File: config.mk
export PLATFORM = sky130hd
export DESIGN_NAME = modular_inverse_top
export DESIGN_NICKNAME = d
export VERILOG_FILES = /design/src/sv/modinv_pkg.sv /design/src/sv/modinv_div.sv /design/src/sv/modinv_dp.sv /design/src/sv/modinv_ctrl.sv /design/src/sv/modular_inverse_top.sv
export SDC_FILE = /design/constraint.sdc
export NUM_CORES = 2
export LEC_CHECK = 0
export BUFFER_PORTS_ARGS = -buffer_cell sky130_fd_sc_hd__buf_4
export CORE_MARGIN = 5
export CORE_UTILIZATION = 60
export DETAILED_ROUTE_END_ITERATION = 10
export GPL_TIMING_DRIVEN = 0
export HOLD_SLACK_MARGIN = 0.1
export PLACE_DENSITY = 0.87
export SLEW_MARGIN = 10
export SYNTH_ARGS = -nofsm -noshare
export SYNTH_HDL_FRONTEND = slang
export SYNTH_HIERARCHICAL = 1
export SYNTH_SLANG_ARGS = --single-unit
File: constraint.sdc
create_clock -name aclk -period 16.55 [get_ports aclk]
set_input_delay 3.31 -clock aclk [delete_from_list [all_inputs] [get_ports aclk]]
set_output_delay 3.31 -clock aclk [all_outputs]
set_load 0.05 [all_outputs]
File: src/sv/modinv_pkg.sv
// Shared constants, types and control structures for the modular inverse block.
`timescale 1ns / 1ps

package modinv_pkg;

    // Operand width of the Euclid datapath.
    localparam int WIDTH = 32;

    // Field widths on the stream ports.
    localparam int VALUE_W   = 32;
    localparam int MODULUS_W = 32;
    localparam int INVERSE_W = 32;
    localparam int S_DATA_W  = ((VALUE_W + MODULUS_W + 7) / 8) * 8;
    localparam int M_DATA_W  = ((INVERSE_W + 1 + 7) / 8) * 8;

    // Bound on Euclid steps and the counter that tracks them.
    localparam int ITER_MAX = 2 * WIDTH + 2;
    localparam int ITER_W   = $clog2(ITER_MAX + 1);

    // Bit counter of the shared divider.
    localparam int DCNT_W = $clog2(WIDTH);

    // Divider operand selection.
    typedef enum logic {
        DIV_SEL_REDUCE = 1'b0,  // value / modulus
        DIV_SEL_STEP   = 1'b1   // r0 / r1
    } div_sel_t;

    // Controller states.
    typedef enum logic [3:0] {
        ST_IDLE,
        ST_START,
        ST_REDUCE,
        ST_RINIT,
        ST_CHECK,
        ST_DIV,
        ST_MUL,
        ST_UPD,
        ST_FIN
    } state_t;

    // Commands from the controller to the datapath.
    typedef struct packed {
        logic     load;
        logic     div_start;
        div_sel_t div_sel;
        logic     init_r1;
        logic     mul;
        logic     update;
        logic     finish;
    } cmd_t;

    // Status from the datapath to the controller.
    typedef struct packed {
        logic m_zero;
        logic div_last;
        logic r1_zero;
        logic iter_max;
    } stat_t;

endpackage

File: src/sv/modinv_div.sv
// Restoring divider that produces one quotient bit per cycle.
`timescale 1ns / 1ps

module modinv_div (
    input  logic                      aclk,
    input  logic                      aresetn,
    input  logic                      start,
    input  logic [modinv_pkg::WIDTH-1:0] dividend,
    input  logic [modinv_pkg::WIDTH-1:0] divisor,
    output logic                      last,
    output logic [modinv_pkg::WIDTH-1:0] quo,
    output logic [modinv_pkg::WIDTH-1:0] rem
);
    import modinv_pkg::*;

    logic              busy_reg, busy_next;
    logic [DCNT_W-1:0] cnt_reg, cnt_next;
    logic [WIDTH-1:0]  rem_reg, rem_next;
    logic [WIDTH-1:0]  quo_reg, quo_next;
    logic [WIDTH-1:0]  dsr_reg, dsr_next;
    logic [WIDTH:0]    shifted;
    logic [WIDTH:0]    trial;

    // One trial subtraction of the divisor from the shifted remainder.
    assign shifted = {rem_reg, quo_reg[WIDTH-1]};
    assign trial   = shifted - {1'b0, dsr_reg};
    assign last    = busy_reg && (cnt_reg == '0);
    assign quo     = quo_reg;
    assign rem     = rem_reg;

    always_comb begin
        busy_next = busy_reg;
        cnt_next  = cnt_reg;
        rem_next  = rem_reg;
        quo_next  = quo_reg;
        dsr_next  = dsr_reg;
        if (start) begin
            busy_next = 1'b1;
            cnt_next  = DCNT_W'(WIDTH - 1);
            rem_next  = '0;
            quo_next  = dividend;
            dsr_next  = divisor;
        end else if (busy_reg) begin
            cnt_next = cnt_reg - 1'b1;
            if (cnt_reg == '0) begin
                busy_next = 1'b0;
            end
            if (!trial[WIDTH]) begin
                rem_next = trial[WIDTH-1:0];
                quo_next = {quo_reg[WIDTH-2:0], 1'b1};
            end else begin
                rem_next = shifted[WIDTH-1:0];
                quo_next = {quo_reg[WIDTH-2:0], 1'b0};
            end
        end
    end

    // Control state.
    always_ff @(posedge aclk) begin
        if (!aresetn) begin
            busy_reg <= 1'b0;
            cnt_reg  <= '0;
        end else begin
            busy_reg <= busy_next;
            cnt_reg  <= cnt_next;
        end
    end

    // Operand and result registers.
    always_ff @(posedge aclk) begin
        rem_reg <= rem_next;
        quo_reg <= quo_next;
        dsr_reg <= dsr_next;
    end

endmodule

File: src/sv/modinv_dp.sv
// Datapath: remainder and coefficient registers, shared divider, multiplier, result.
`timescale 1ns / 1ps

module modinv_dp (
    input  logic                           aclk,
    input  logic                           aresetn,
    input  modinv_pkg::cmd_t               cmd,
    output modinv_pkg::stat_t              stat,
    input  logic [modinv_pkg::VALUE_W-1:0]   in_value,
    input  logic [modinv_pkg::MODULUS_W-1:0] in_modulus,
    output logic [modinv_pkg::INVERSE_W-1:0] out_inverse,
    output logic                           out_exists
);
    import modinv_pkg::*;

    logic [WIDTH-1:0]     a_reg, m_reg;
    logic [WIDTH-1:0]     r0_reg, r1_reg;
    logic [WIDTH-1:0]     t0_reg, t1_reg;
    logic                 t0neg_reg, t1neg_reg;
    logic [WIDTH-1:0]     prod_reg;
    logic [ITER_W-1:0]    iter_reg;
    logic [INVERSE_W-1:0] inv_reg;
    logic                 exists_reg;

    logic [WIDTH-1:0]     div_dividend, div_divisor;
    logic [WIDTH-1:0]     div_quo, div_rem;
    logic                 div_last;
    logic [2*WIDTH-1:0]   prod_full;
    logic [WIDTH-1:0]     t0_red, inv_val;
    logic                 ok;

    // Divider operands: the initial reduction or one Euclid step.
    always_comb begin
        case (cmd.div_sel)
            DIV_SEL_REDUCE: begin
                div_dividend = a_reg;
                div_divisor  = m_reg;
            end
            DIV_SEL_STEP: begin
                div_dividend = r0_reg;
                div_divisor  = r1_reg;
            end
            default: begin
                div_dividend = r0_reg;
                div_divisor  = r1_reg;
            end
        endcase
    end

    modinv_div u_div (
        .aclk     (aclk),
        .aresetn  (aresetn),
        .start    (cmd.div_start),
        .dividend (div_dividend),
        .divisor  (div_divisor),
        .last     (div_last),
        .quo      (div_quo),
        .rem      (div_rem)
    );

    // Quotient times coefficient; the true product never exceeds the modulus.
    assign prod_full = div_quo * t1_reg;

    // Coefficient brought into range and sign applied for the final result.
    assign t0_red  = (t0_reg >= m_reg) ? (t0_reg - m_reg) : t0_reg;
    assign inv_val = (t0neg_reg && (t0_red != '0)) ? (m_reg - t0_red) : t0_red;
    assign ok      = (m_reg != '0) && (r0_reg == WIDTH'(1));

    // Status toward the controller.
    assign stat.m_zero   = (m_reg == '0);
    assign stat.div_last = div_last;
    assign stat.r1_zero  = (r1_reg == '0);
    assign stat.iter_max = (iter_reg == ITER_W'(ITER_MAX));

    // Euclid state registers.
    always_ff @(posedge aclk) begin
        if (cmd.load) begin
            a_reg <= WIDTH'(in_value);
            m_reg <= WIDTH'(in_modulus);
        end
        if (cmd.init_r1) begin
            r0_reg    <= m_reg;
            r1_reg    <= div_rem;
            t0_reg    <= '0;
            t0neg_reg <= 1'b0;
            t1_reg    <= WIDTH'(1);
            t1neg_reg <= 1'b0;
            iter_reg  <= '0;
        end else if (cmd.update) begin
            r0_reg    <= r1_reg;
            r1_reg    <= div_rem;
            t0_reg    <= t1_reg;
            t0neg_reg <= t1neg_reg;
            t1_reg    <= t0_reg + prod_reg;
            t1neg_reg <= ~t1neg_reg;
            iter_reg  <= iter_reg + 1'b1;
        end
        if (cmd.mul) begin
            prod_reg <= prod_full[WIDTH-1:0];
        end
        if (cmd.finish) begin
            inv_reg    <= ok ? INVERSE_W'(inv_val) : '0;
            exists_reg <= ok;
        end
    end

    assign out_inverse = inv_reg;
    assign out_exists  = exists_reg;

endmodule

File: src/sv/modinv_ctrl.sv
// Controller state machine that sequences the Euclid steps and the handshakes.
`timescale 1ns / 1ps

module modinv_ctrl (
    input  logic              aclk,
    input  logic              aresetn,
    input  logic              s_tvalid,
    output logic              s_tready,
    output logic              m_tvalid,
    input  logic              m_tready,
    input  modinv_pkg::stat_t stat,
    output modinv_pkg::cmd_t  cmd
);
    import modinv_pkg::*;

    state_t state_reg, state_next;
    logic   out_valid_reg, out_valid_next;
    logic   out_free;

    assign out_free = !out_valid_reg || m_tready;

    // Next state.
    always_comb begin
        state_next = state_reg;
        case (state_reg)
            ST_IDLE: begin
                if (s_tvalid) state_next = ST_START;
            end
            ST_START: begin
                state_next = stat.m_zero ? ST_FIN : ST_REDUCE;
            end
            ST_REDUCE: begin
                if (stat.div_last) state_next = ST_RINIT;
            end
            ST_RINIT: begin
                state_next = ST_CHECK;
            end
            ST_CHECK: begin
                state_next = (stat.r1_zero || stat.iter_max) ? ST_FIN : ST_DIV;
            end
            ST_DIV: begin
                if (stat.div_last) state_next = ST_MUL;
            end
            ST_MUL: begin
                state_next = ST_UPD;
            end
            ST_UPD: begin
                state_next = ST_CHECK;
            end
            ST_FIN: begin
                if (out_free) state_next = ST_IDLE;
            end
            default: begin
                state_next = ST_IDLE;
            end
        endcase
    end

    // Commands and handshake outputs.
    always_comb begin
        cmd         = '0;
        cmd.div_sel = DIV_SEL_REDUCE;
        s_tready    = 1'b0;
        case (state_reg)
            ST_IDLE: begin
                s_tready = 1'b1;
                cmd.load = s_tvalid;
            end
            ST_START: begin
                cmd.div_start = !stat.m_zero;
            end
            ST_RINIT: begin
                cmd.init_r1 = 1'b1;
            end
            ST_CHECK: begin
                cmd.div_sel   = DIV_SEL_STEP;
                cmd.div_start = !(stat.r1_zero || stat.iter_max);
            end
            ST_DIV: begin
                cmd.div_sel = DIV_SEL_STEP;
            end
            ST_MUL: begin
                // The quotient register holds its final value from this cycle on.
                cmd.mul = 1'b1;
            end
            ST_UPD: begin
                cmd.update = 1'b1;
            end
            ST_FIN: begin
                cmd.finish = out_free;
            end
            default: begin
                cmd = '0;
            end
        endcase
    end

    // The result register is full from finish until the request is taken.
    always_comb begin
        out_valid_next = out_valid_reg;
        if (m_tready) out_valid_next = 1'b0;
        if (cmd.finish) out_valid_next = 1'b1;
    end

    always_ff @(posedge aclk) begin
        if (!aresetn) begin
            state_reg     <= ST_IDLE;
            out_valid_reg <= 1'b0;
        end else begin
            state_reg     <= state_next;
            out_valid_reg <= out_valid_next;
        end
    end

    assign m_tvalid = out_valid_reg;

endmodule

File: src/sv/modular_inverse_top.sv
// Top level of the modular inverse block (extended Euclid on a shared divider).
//
//  channel | direction | tdata fields (low bit first)            | tuser/tlast
//  s_      | in        | value[31:0], modulus[63:32]              | none
//  m_      | out       | inverse[31:0], exists[32], zero[39:33]   | none
//
// A request goes from acceptance to the result register through one reduction
// of the value by the modulus, then k Euclid steps (at most about 46 for
// 32-bit operands, capped at ITER_MAX); the bit-serial divider gives one
// quotient bit a cycle. A zero modulus skips all division.
// Synchronous reset on aresetn clears the controller, divider busy and output valid.
// A new request is taken while the previous result still waits on m_tready;
// a stalled output holds the finished item until the register frees up.
`timescale 1ns / 1ps

module modular_inverse_top (
    input  logic                              aclk,
    input  logic                              aresetn,
    input  logic                              s_tvalid,
    output logic                              s_tready,
    input  logic [modinv_pkg::S_DATA_W-1:0]   s_tdata,   // value, modulus
    output logic                              m_tvalid,
    input  logic                              m_tready,
    output logic [modinv_pkg::M_DATA_W-1:0]   m_tdata    // inverse, exists, zero pad
);
    import modinv_pkg::*;

    cmd_t                 cmd;
    stat_t                stat;
    logic [INVERSE_W-1:0] out_inverse;
    logic                 out_exists;

    modinv_ctrl u_ctrl (
        .aclk     (aclk),
        .aresetn  (aresetn),
        .s_tvalid (s_tvalid),
        .s_tready (s_tready),
        .m_tvalid (m_tvalid),
        .m_tready (m_tready),
        .stat     (stat),
        .cmd      (cmd)
    );

    modinv_dp u_dp (
        .aclk        (aclk),
        .aresetn     (aresetn),
        .cmd         (cmd),
        .stat        (stat),
        .in_value    (s_tdata[VALUE_W-1:0]),
        .in_modulus  (s_tdata[VALUE_W+MODULUS_W-1:VALUE_W]),
        .out_inverse (out_inverse),
        .out_exists  (out_exists)
    );

    // Pack the result fields, padded with zeros to whole bytes.
    assign m_tdata = {{(M_DATA_W - INVERSE_W - 1){1'b0}}, out_exists, out_inverse};

endmodule
== Yosys cells after proc, flatten, opt, wreduce, memory -nomap -nowiden ==
Index checks and enable logic that the tools add are counted.
Storage, ports and cells
  bits in registers: 373
  input bits: 68
Cells by class
  add/sub/neg operators: 6
  multiply operators: 1
  $lt $le $gt $ge: 1
  equality and inequality tests: 14
  mux-type cells: 34
  bitwise gates (word level): 2
  reductions and logical operators: 20
Operator list (count)
  32-bit 2-to-1 mux: 9
  32-bit one-hot mux with 2 select lines: 2
  32-bit zero test: 2
  32-bit nonzero test: 2
  32-bit subtractor: 2
  33-bit by 32-bit subtractor with 33-bit output: 1
  32-bit adder: 1
  32-bit by 1-bit equality test with 1-bit output (second input constant): 1
  32-bit greater-or-equal comparator: 1
  32-bit by 32-bit multiplier with 32-bit output: 1
  4-bit one-hot mux with 8 select lines: 1
  4-bit 2-to-1 mux: 6
  4-bit by 3-bit equality test with 1-bit output (second input constant): 4
  1-bit 2-to-1 mux: 13
  5-bit 2-to-1 mux: 2
  4-bit by 2-bit equality test with 1-bit output (second input constant): 2
  7-bit by 1-bit adder with 7-bit output (second input constant): 1
  7-bit equality test (second input constant): 1
  2-bit by 1-bit != test with 1-bit output (second input constant): 3
  2-bit nonzero test: 3
  5-bit zero test: 1
  5-bit by 1-bit subtractor with 5-bit output (second input constant): 1
  4-bit by 1-bit equality test with 1-bit output (second input constant): 1
  4-bit equality test (second input constant): 1
  other kinds (9): 16

== Depth between registers and ports, before layout ==
  depth after elaboration: 6
  gate-level depth with buffers: 29

== By module ==
The synthesis kept the hierarchy.
By module, submodules not included
  modinv_dp: instances 1, cells each 3219, area each 31213.7 um^2
  modinv_div: instances 1, cells each 602, area each 5989.5 um^2
  modinv_ctrl: instances 1, cells each 50, area each 420.4 um^2
  modular_inverse_top: instances 1, cells each 9, area each 63.8 um^2

== Least setup slack after synthesis ==
Ideal clock, no wire load.
  kind: reg2reg
  start point: register u_dp.t1_reg[6]
  end point: register u_dp.prod_reg[31] (data pin)
  library setup time: 260 ps
  arrival time: 6741 ps
  data required time: 16290 ps
  setup slack: 9549 ps
  cell stages (with the launch flop): 27
  path buffers: 2
  path through: dfxtp_1 -> clkbuf_1 -> clkbuf_1 -> and2_1 -> fa_1 -> fa_1 -> fa_1 -> inv_1 -> fa_1 -> inv_1 -> fa_1 -> inv_1 -> fa_1 -> inv_1 -> fa_1 -> inv_1 -> fa_1 -> inv_1 -> ha_1 -> nand3_1 -> a2111oi_0 -> nor2_1 -> a311oi_1 -> o31ai_1 -> o21bai_1 -> a21oi_1 -> xnor2_1
Between the ends
  cells in the longest elaborated chain, start to end: 1
Ends and longest elaborated chain
  from (decl): line modinv_dp.sv:18  | logic [WIDTH-1:0] t0_reg, t1_reg;
  from (signal assigned): line modinv_dp.sv:94  | t1_reg <= t0_reg + prod_reg;
  32-bit by 32-bit multiplier with 32-bit output: line modinv_dp.sv:62  | assign prod_full = div_quo * t1_reg;
  named net u_dp.prod_full[31]: line modinv_dp.sv:28  | logic [2*WIDTH-1:0] prod_full;
  to (signal assigned): line modinv_dp.sv:99  | prod_reg <= prod_full[WIDTH-1:0];
  to (decl): line modinv_dp.sv:20  | logic [WIDTH-1:0] prod_reg;
The timed path passes the listed nets, and every way through them passes these cells.
A chain may end at the register's enable or synchronous reset.

== Final worst setup path ==
  start point: register u_dp.m_reg[16]
  end point: register u_dp.inv_reg[31], in the netlist u_dp/out_inverse[31] (data pin)
Between the ends
  cells in the longest elaborated chain, start to end: 5
Ends and longest elaborated chain
  from (decl): line modinv_dp.sv:16  | logic [WIDTH-1:0] a_reg, m_reg;
  from (signal assigned): line modinv_dp.sv:79  | m_reg <= WIDTH'(in_modulus);
  parallel branches: the longest is 5 deep, another holds 32-bit subtractor
  to (signal assigned): line modinv_dp.sv:102  | inv_reg <= ok ? INVERSE_W'(inv_val) : '0;
  to (decl): line modinv_dp.sv:22  | logic [INVERSE_W-1:0] inv_reg;
Parallel ways; which one is timed is not known.

==> impl_metrics.py <==
metrics = {
    "clock_network": {
        "numCtsBuffers": 36,
        "htreeDepth": 2,
        "ctsHoldBuffers": 0,
        "cts.sinks": 373,
        "clkTransAtPathRegs_ps": 70,
        "clkLatencyLatePin_ps": 550,
        "clockBufferDepth": 3,
        "cts_tree": "done",
        "post_cts_buffers": 0,
        "cts_root_buffer": "clkbuf_16",
        "ctsResizeCount": 0,
    },
    "final_layout": {
        "fill_cells": 4672,
        "nets": 4763,
        "area_delta_synth_final_pct": 8.469,
        "utilization_pct": 66.00,
        "layout-drive-gt1-share_pct": 8.502,
        "final_cells": 4898,
    },
    "yosys": {
        "ys_seq_area_share_pct": 26.64,
        "yosys_warnings": 6,
        "ys_seq_elements": 373,
        "synth.avg_cell_area_um2": 9.713,
        "synth_edf_count": 257,
        "synthFlopType": "edfxtp_1",
        "synthArstFlopShare_pct": 0,
        "synthesis.area_um2": 37690,
        "synth_cell_types": 105,
        "syn_inst": 3880,
    },
    "power": {
        "p_comb_share_pct": 56.5,
        "p_seq_share_pct": 27.9,
        "p_sw_share_pct": 47.24,
        "p_sw_mw": 2.713,
        "power_frac_clock_pct": 15.5,
        "cellPowerDensity_nw_per_um2": 140.5,
        "power.internal_mw": 3.030,
        "finalPower_mw": 5.743,
        "peakVddDrop_mv": 0.1053,
        "p_leak_nw": 17.63,
    },
    "hold_path": {
        "hold_class": "flop to flop",
        "min_path_cells": 2,
        "hp-start": "u_dp/iter_reg[6]",
        "holdPathEnd": "u_dp/iter_reg[6]",
    },
    "setup_path": {
        "worstPathMaxFanout": 10,
        "slowest_stage": "a2111oi_0",
        "ff2ff_path_depth": 28,
        "critPathMaxStageDelay_ps": 800,
        "path_class": "flop to flop",
        "cp.arrival_ps": 9790,
        "critical_path.endpoint_type": "flop",
        "crit_path_start_kind": "flop",
        "worstPathRequired_ps": 16830,
        "timing.rr.start": "u_dp/m_reg[16]",
        "r2r_slack_ps": 7040,
        "worstReg2RegEnd": "u_dp/out_inverse[31]",
    },
    "global_routing": {
        "grt_pass1_vias": 30680,
        "grt_use_total_pct": 33.99,
        "overflow": 0,
        "grt_max_degree": 65,
        "grt_pass1_wl_mm": 177.7,
        "antenna_found_initial": 6,
    },
    "drt": {
        "via_per_inst": 6.291,
        "drt-total-wl_mm": 116.2,
        "drc": 0,
        "initialDrtViolationCount": 4053,
        "drt-pass1-iter-count": 9,
        "antenna_left": 0,
        "vias": 30810,
        "avgRoutedWirePerCell_um": 23.73,
    },
    "sta": {
        "slew_viol_final": 0,
        "tightest_slew_ps": 1218,
        "rsz0062_at_grt": "false",
        "fin_skew_ps": 21.29,
        "fmax_ghz": 0.1052,
        "fin_crit_sh_pct": 57.44,
        "finalSetupTns_ps": 0,
        "setup_viol": 0,
        "final_hold_viol_count": 0,
        "finalCriticalPeriod_ps": 9506,
        "relSlewSlack_pct": 18.33,
    },
    "placed_design": {
        "place_inst": 4829,
        "routabilityCongestion": 1.011,
        "dp_hpwl_mm": 91.18,
        "portBuffers": 102,
    },
    "floorplan": {
        "num_rows": 91,
        "dieArea_um2": 67930,
        "die_h_um": 260.6,
        "design.core.area_um2": 61940,
        "die_x_um": 260.6,
        "io_pins": 110,
        "start_util_pct": 60.85,
    },
    "outcome": {
        "outcome": "finished, final reports clean",
    },
    "run": {
        "cap_violations": 0,
    },
}
## worst max-delay path: cells and delay by family, from the launching register on
family	cells	cell delay, ps
compound gates	12	3920
mux	1	570
flops	1	630
simple gates	7	1470
xor+xnor	1	220
buf+inv	5	1760
fa+ha+maj	2	660
## cell families (layout without fill, tap and decap cells)
group	count (synthesis)	count (layout)	share of synthesized area [%]
simple gates	1252	1252	16.65
buf+inv	680	852	7.081
fa+ha+maj	665	665	30.28
compound gates	537	537	9.757
flops	373	373	26.64
xor+xnor	188	188	4.369
mux	184	184	5.212
other cells	1	10	0.009950
## per-layer routing
layer  up-vias  GRT usage (%)  part of all wire (%)
met5         -              0                 0.046
met4        10          15.10                   6.0
met3       497          9.926                    14
met2      2217          52.49                    44
met1     14880          44.90                    36
li1      13210              -                     -
## area by class of cell
type                    count  area [µm²]  area share, %
multi-input cells        2833       25020          61.20
flip-flops and latches    373       10040          24.56
inverters                 498        1869          4.573
well taps                 837        1047          2.562
clock buffers              47        1003          2.455
repair buffers            106       823.3          2.014
plain buffers             182       799.5          1.956
clock inverters            19       270.3         0.6611
diodes                      3       7.507        0.01836
## power groups by stage
stage          Sequential [mW]  Clock (mW)  Combinational (mW)
2_1_floorplan             1.42           0                2.23
3_3_place_gp              1.59           0                2.99
3_5_place_dp              1.59           0                3.12
4_1_cts                   1.57       0.896                3.15
5_1_grt                   1.60       0.938                3.50
6_report                  1.60       0.892                3.25
## how the worst max path moves through the flow
stage	startpoint	slack [ps]	endpoint	depth (start not counted)
6_report	u_dp/m_reg[16]	7040	u_dp/out_inverse[31]	28
5_1_grt	u_dp/m_reg[16]	6660	u_dp/out_inverse[31]	28
4_1_cts	u_dp/m_reg[16]	7500	u_dp/out_inverse[31]	28
3_5_place_dp	u_dp/m_reg[16]	7580	u_dp/out_inverse[31]	28
3_3_place_gp	u_dp/m_reg[16]	7770	u_dp/out_inverse[29]	27
2_1_floorplan	u_dp/t1_reg[6]	9550	u_dp/prod_reg[31]	26
## metrics by stage
| stage | worst slack (ps) | area [µm²] | hold WS [ps] |
|---|---|---|---|
| floorplan | 9549 | 37710 | 406.4 |
| global placement | 7768 | 39520 | 463.3 |
| detailed placement | 7585 | 39600 | 475.7 |
| CTS | 7503 | 40870 | 488.0 |
| global route | 6662 | 40870 | 522.5 |
| finish | 7044 | 40880 | 494.1 |
## layout by cell type, fill, tap and decap left out, drive strengths merged, types with 14 or more instances in the layout
master and instances:
fa 412, o211ai 15, xnor2 132, clkbuf 190, a21o 36, mux2 98, mux2i 86, nand2 405
nor4 34, o21bai 21, nand4 32, or3 19, o31ai 14, inv 499, nand3 47, a311oi 15
a21oi 145, a211oi 24, o21a 26, nor2b 15, nor2 222, nand2b 24, o21ai 119, ha 253
and3 24, nor3 52, dfxtp 116, xor2 56, edfxtp 257, and2 332, buf 145, a31oi 14
## cells in the mapped netlist (13+ instances only)
| cell type | instances | share of area [%] |
|---|---|---|
| nor2_1 | 222 | 2.2 |
| a21o_1 | 36 | 0.72 |
| o21ai_0 | 110 | 1.5 |
| xnor2_1 | 132 | 3.1 |
| o21bai_1 | 21 | 0.42 |
| mux2i_1 | 86 | 2.3 |
| nand2b_1 | 23 | 0.38 |
| clkbuf_1 | 143 | 1.4 |
| nand4_1 | 31 | 0.51 |
| a211o_1 | 13 | 0.30 |
| a21oi_1 | 141 | 1.9 |
| and3_1 | 24 | 0.40 |
| edfxtp_1 | 257 | 20 |
| or3_1 | 19 | 0.32 |
| nand2_1 | 405 | 4.0 |
| nor4_1 | 32 | 0.53 |
| o31ai_1 | 14 | 0.28 |
| nor3_1 | 52 | 0.69 |
| o211ai_1 | 15 | 0.30 |
| and2_1 | 330 | 5.5 |
| o21a_1 | 26 | 0.52 |
| inv_1 | 497 | 5.0 |
| nor2b_1 | 15 | 0.25 |
| a311oi_1 | 13 | 0.30 |
| nand3_1 | 45 | 0.60 |
| fa_1 | 412 | 22 |
| dfxtp_1 | 116 | 6.2 |
| ha_1 | 253 | 8.4 |
| mux2_2 | 98 | 2.9 |
| a211oi_1 | 22 | 0.44 |
| xor2_1 | 56 | 1.3 |
No activity file was read; power rests on OpenSTA's default activity.
